==> src/hdl/cbo_pkg.sv <==
// Shared types, widths and the saturation helper function of the camera basis orthonormaliser.
`timescale 1ns / 1ps
`default_nettype none
package cbo_pkg;

    localparam int CBO_FRAC_BITS = 14;
    localparam int CBO_COMP_W    = 16;
    localparam int CBO_RAW_W     = 33;
    localparam int CBO_MAG_W     = 32;
    localparam int CBO_NORM_W    = 30;
    localparam int CBO_SQ_W      = 2 * CBO_NORM_W;
    localparam int CBO_LEN_W     = CBO_SQ_W + 2;
    localparam int CBO_ROOT_W    = CBO_LEN_W / 2;
    localparam int CBO_POS_W     = 5;
    localparam int CBO_NORM_TOP  = CBO_NORM_W - 1;
    localparam int CBO_IN_W      = 6 * CBO_COMP_W;
    localparam int CBO_OUT_W     = 9 * CBO_COMP_W;

    typedef logic [2:0][CBO_COMP_W-1:0] t_vec3;
    typedef logic [2:0][CBO_RAW_W-1:0]  t_raw3;

    function automatic logic [CBO_COMP_W-1:0] cbo_sat16(input logic neg,
                                                        input logic [CBO_RAW_W-1:0] mag);
        logic [CBO_RAW_W-1:0] res;
        begin
            if (neg) begin
                if (mag > CBO_RAW_W'(32768)) begin
                    res = CBO_RAW_W'(32768);
                end else begin
                    res = mag;
                end
                res = -res;
            end else begin
                if (mag > CBO_RAW_W'(32767)) begin
                    res = CBO_RAW_W'(32767);
                end else begin
                    res = mag;
                end
            end
            return res[CBO_COMP_W-1:0];
        end
    endfunction

endpackage
`default_nettype wire

==> src/hdl/cbo_cross.sv <==
// Two-stage pipelined cross product of two Q1 vectors with a carried sideband.
`timescale 1ns / 1ps
`default_nettype none
module cbo_cross #(
    parameter int PW = 1
) (
    input  wire logic          i_clk,
    input  wire logic          i_rst_n,
    input  wire logic          i_en,
    input  wire logic          i_valid,
    input  wire cbo_pkg::t_vec3 i_a,
    input  wire cbo_pkg::t_vec3 i_b,
    input  wire logic [PW-1:0] i_pass,
    output logic               o_valid,
    output cbo_pkg::t_raw3     o_c,
    output logic [PW-1:0]      o_pass
);
    import cbo_pkg::*;

    localparam int PRW = 2 * CBO_COMP_W;

    logic                  r_v1;
    logic [5:0][PRW-1:0]   r_p;
    logic [PW-1:0]         r_pass1;
    logic                  r_v2;
    t_raw3                 r_c;
    logic [PW-1:0]         r_pass2;
    logic [5:0][PRW-1:0]   n_p;
    t_raw3                 n_c;

    always_comb begin
        n_p[0] = PRW'($signed(i_a[1]) * $signed(i_b[2]));
        n_p[1] = PRW'($signed(i_a[2]) * $signed(i_b[1]));
        n_p[2] = PRW'($signed(i_a[2]) * $signed(i_b[0]));
        n_p[3] = PRW'($signed(i_a[0]) * $signed(i_b[2]));
        n_p[4] = PRW'($signed(i_a[0]) * $signed(i_b[1]));
        n_p[5] = PRW'($signed(i_a[1]) * $signed(i_b[0]));
        for (int i = 0; i < 3; i++) begin
            n_c[i] = CBO_RAW_W'($signed({r_p[2*i][PRW-1], r_p[2*i]})
                                - $signed({r_p[2*i+1][PRW-1], r_p[2*i+1]}));
        end
    end

    always_ff @(posedge i_clk) begin
        if (!i_rst_n) begin
            r_v1 <= 1'b0;
            r_v2 <= 1'b0;
        end else if (i_en) begin
            r_v1 <= i_valid;
            r_v2 <= r_v1;
        end
    end

    always_ff @(posedge i_clk) begin
        if (i_en) begin
            r_p     <= n_p;
            r_pass1 <= i_pass;
            r_c     <= n_c;
            r_pass2 <= r_pass1;
        end
    end

    assign o_valid = r_v2;
    assign o_c     = r_c;
    assign o_pass  = r_pass2;
endmodule
`default_nettype wire

==> config.mk <==
export PLATFORM = sky130hd
export DESIGN_NAME = cbo_cross
export DESIGN_NICKNAME = d
export VERILOG_FILES = /design/src/hdl/cbo_pkg.sv /design/src/hdl/cbo_cross.sv
export SDC_FILE = /design/constraint.sdc
export NUM_CORES = 2
export LEC_CHECK = 0
export BUFFER_PORTS_ARGS = -buffer_cell sky130_fd_sc_hd__buf_2
export CAP_MARGIN = 40
export CELL_PAD_IN_SITES_DETAIL_PLACEMENT = 1
export CELL_PAD_IN_SITES_GLOBAL_PLACEMENT = 1
export CORE_MARGIN = 2
export CORE_UTILIZATION = 52
export DETAILED_ROUTE_END_ITERATION = 6
export MAX_ROUTING_LAYER = met4
export PLACE_DENSITY = 0.8
export SLEW_MARGIN = 20
export SYNTH_ARGS = -nofsm -noshare
export SYNTH_HDL_FRONTEND = slang
export SYNTH_SLANG_ARGS = --single-unit
==> constraint.sdc <==
create_clock -name i_clk -period 9.7 [get_ports i_clk]
set_input_delay 1.455 -clock i_clk [delete_from_list [all_inputs] [get_ports i_clk]]
set_output_delay 1.455 -clock i_clk [all_outputs]
set_load 0.1 [all_outputs]
==> run metrics <==
status=completed; Fin. Hold Viols=0; post_cts resized=0; Max Slew Vio Count=0; initial antenna violation count=33; row cnt=137; crit path max fanout=19; routed wire length=211 mm; Hold Path Depth=0; Die Wd=378 um; Final Cycle Share=82.9%; YS warnings=0; pin count of the biggest net entering global routing=just under 80; Post-Syn Instances=roughly 7,500; die area=143,000 sq um; Mean Syn Cell Area=slightly below 10 sq um; first drt pass iteration count=5; final setup fails=0; TritonCTS clock tree=done; post-synth top area cell=fa_1; Crit path top cell by count=fa_1; Fin Clk Skew=between 30 and 40 ps; EDFF count, synth=293; Net Count, Synth=9,777; total negative slack=0 ps; hold path startpoint=r_pass1$_DFFE_PP_; post-DR wirelength/cell=22.3 um; DRC viols=0; CTS root buf=clkbuf_16; layout cells sized above 1=~4.8%; sequential element share of the synthesized area=12.2%; number of post-CTS setup repair buffers=0; initial core utilization=52.2%; Data arrival, critical path=between 8000 and 9000 ps; Tightest Pin Transition=~940 ps; routability congestion estimate=0.918; Tot GR Track Use=31.7%; initial drt markers=2,821; commonest non-fill, non-tap cell in the layout=inv_1; Main synth FF type=edfxtp_1; DP Wirelength=170 mm; routed via count=52,100; Setup CP Type=in -> reg; count of distinct cell types in the synthesized netlist=84; Peak Freq=124 MHz; Layout Nets=just under 10,000; worst reg2reg startpoint=r_p[65]$_DFFE_PP_; Max-cap violations=0; TritonCTS Buffers=41; Slowest-stage cell, CP=a2111oi_0; critical path, cell by cell=buf_2 > buf_4 > nand2_1 > inv_1 > fa_1 > fa_1 > fa_1 > fa_1 > fa_1 > inv_1 > fa_1 > inv_1 > ha_1 > and3_1 > nand2_1 > a2111oi_0 > o31ai_1 > a211oi_1 > nor2_1 > o21ai_0 > xnor2_1; synthesized cell area=slightly above 70,000 sq um; first-pass GRT wire length=337 mm; Crit path largest cell delay=700 ps; clk buf depth=3; worst reg2reg path depth=10; # hold bufs at CTS=0; Crit Reg-Reg Endpoint=o_c[60]$_DFFE_PP_; Max-slew headroom=around 37%; worst hold path type=reg -> reg; H-tree Lvls=2; most frequent cells in the layout=inv_1 (1,836), fa_1 (1,575), nand2_1 (780); vias in the first global route=61,100; later-pin clock latency in the skew report=640 ps; GRT Residual Overflow=0; Layout area overhead=6.07%; io pins=202; vias per cell=around 5.5; Worst EP required=10,030 ps; ys async rst share=0%; crit end category=register; largest cells by area after synthesis=fa_1 (43%), edfxtp_1 (12%), ha_1 (10%); CORE AREA=139,000 sq um; top cell type's share of synthesized area=a little over two fifths; flop and latch count out of synthesis=295; Worst R2R Setup Slack=6010 ps; unrepaired setup endpoints after global routing=no; die height=378 um; post-route ant nets=0; clk slew on worst S/H paths=50 ps; critical path launch point type=primary input; fin crit period=8040 ps; Num Clock Sinks=just under 300; port bufs=between 200 and 250; WHS=~430 ps; Hold Path Sink=o_pass$_DFFE_PP_
==> registers in the layout, indices dropped and copies added, names as in the netlist <==
| signal | flops |
|---|---|
| r_p | 192 |
| o_c | 99 |
| o_pass | 1 |
| o_valid | 1 |
| r_pass1 | 1 |
| r_v1 | 1 |
==> critical path, delay by kind of cell <==
kind            cells  cell delay (ps)
buf+inv             5              980
fa+ha+maj           7             3520
xor+xnor            1              170
compound gates      4             1640
simple gates        4              580
==> synthesized netlist by cell type, types with 4 or more instances <==
| cell | number |
|---|---|
| a2111oi_0 | 9 |
| a211o_1 | 5 |
| a211oi_1 | 16 |
| a21o_1 | 107 |
| a21oi_1 | 195 |
| a221oi_1 | 4 |
| a31o_2 | 5 |
| a31oi_1 | 14 |
| a41oi_1 | 4 |
| and2_1 | 740 |
| and3_1 | 18 |
| and4_1 | 5 |
| clkbuf_1 | 291 |
| edfxtp_1 | 293 |
| fa_1 | 1575 |
| ha_1 | 588 |
| inv_1 | 1836 |
| nand2_1 | 780 |
| nand2b_1 | 50 |
| nand3_1 | 36 |
| nand4_1 | 13 |
| nor2_1 | 204 |
| nor2b_1 | 25 |
| nor3_1 | 49 |
| nor4_1 | 5 |
| o2111ai_1 | 9 |
| o211a_1 | 6 |
| o211ai_1 | 13 |
| o21a_1 | 52 |
| o21ai_0 | 105 |
| o21bai_1 | 36 |
| o22ai_1 | 4 |
| o31a_1 | 15 |
| o31ai_1 | 7 |
| o41ai_1 | 5 |
| or2_2 | 14 |
| or3_1 | 14 |
| xnor2_1 | 235 |
| xor2_1 | 52 |
==> cell families after synthesis <==
family	after synthesis	share of synthesized area [%]
multiplexers	3	0.0431
XOR/XNOR	287	3.46
flip-flops	295	12.2
AO/OA/AOI/OAI	669	6.25
adder cells (fa/ha/maj)	2163	53.6
AND/OR/NAND/NOR	1965	13.4
buffers and inverters	2131	11.0
==> final cells by class <==
type                            instances  area [sq um]
Antenna cell                           33          82.6
Clock buffer                           48          1070
Clock inverter                         26           320
Fill cell                           15600         62100
Inverter                             1837          6900
Multi-Input combinational cell       5087         55700
Sequential cell                       295          8840
Tap cell                             1876          2350
Timing Repair Buffer                  260          1680
==> metrics by stage <==
step           util, %  instance area (sq um)  cells  setup WS [ps]
4_1_cts           55.1                  76600   9415           1680
5_1_grt           55.4                  77000   9460           1360
6_report          55.4                  77000   9462           1660
3_3_place_gp      54.1                  75100   9339           1270
2_1_floorplan        -                  72600   7513           2390
3_5_place_dp      54.1                  75200   9341           1080
==> how the worst max path moves through the flow <==
stage	depth (start not counted)	start	end	slack [ps]
6_report	21	i_a[31]	r_p[190]$_DFFE_PP_	1660
4_1_cts	20	i_b[1]	r_p[190]$_DFFE_PP_	1680
3_5_place_dp	20	i_b[1]	r_p[190]$_DFFE_PP_	1080
5_1_grt	21	i_a[31]	r_p[190]$_DFFE_PP_	1360
3_3_place_gp	20	i_b[1]	r_p[190]$_DFFE_PP_	1270
2_1_floorplan	20	i_a[15]	r_p[127]$_DFFE_PP_	2390
==> routing by layer <==
layer,wire length (um),vias up,global-route usage (%),share of wire (%)
met4,8570,0,12.7,4.1
met2,107000,1523,53.2,51
met1,82400,27600,38.2,39
li1,-,22600,-,-
met5,0,-,-,0
met3,13500,427,5.15,6.4
Power is left out: the tool's default activity adds up to more than one toggle a clock period on the data nets, which glitch-free logic cannot reach.
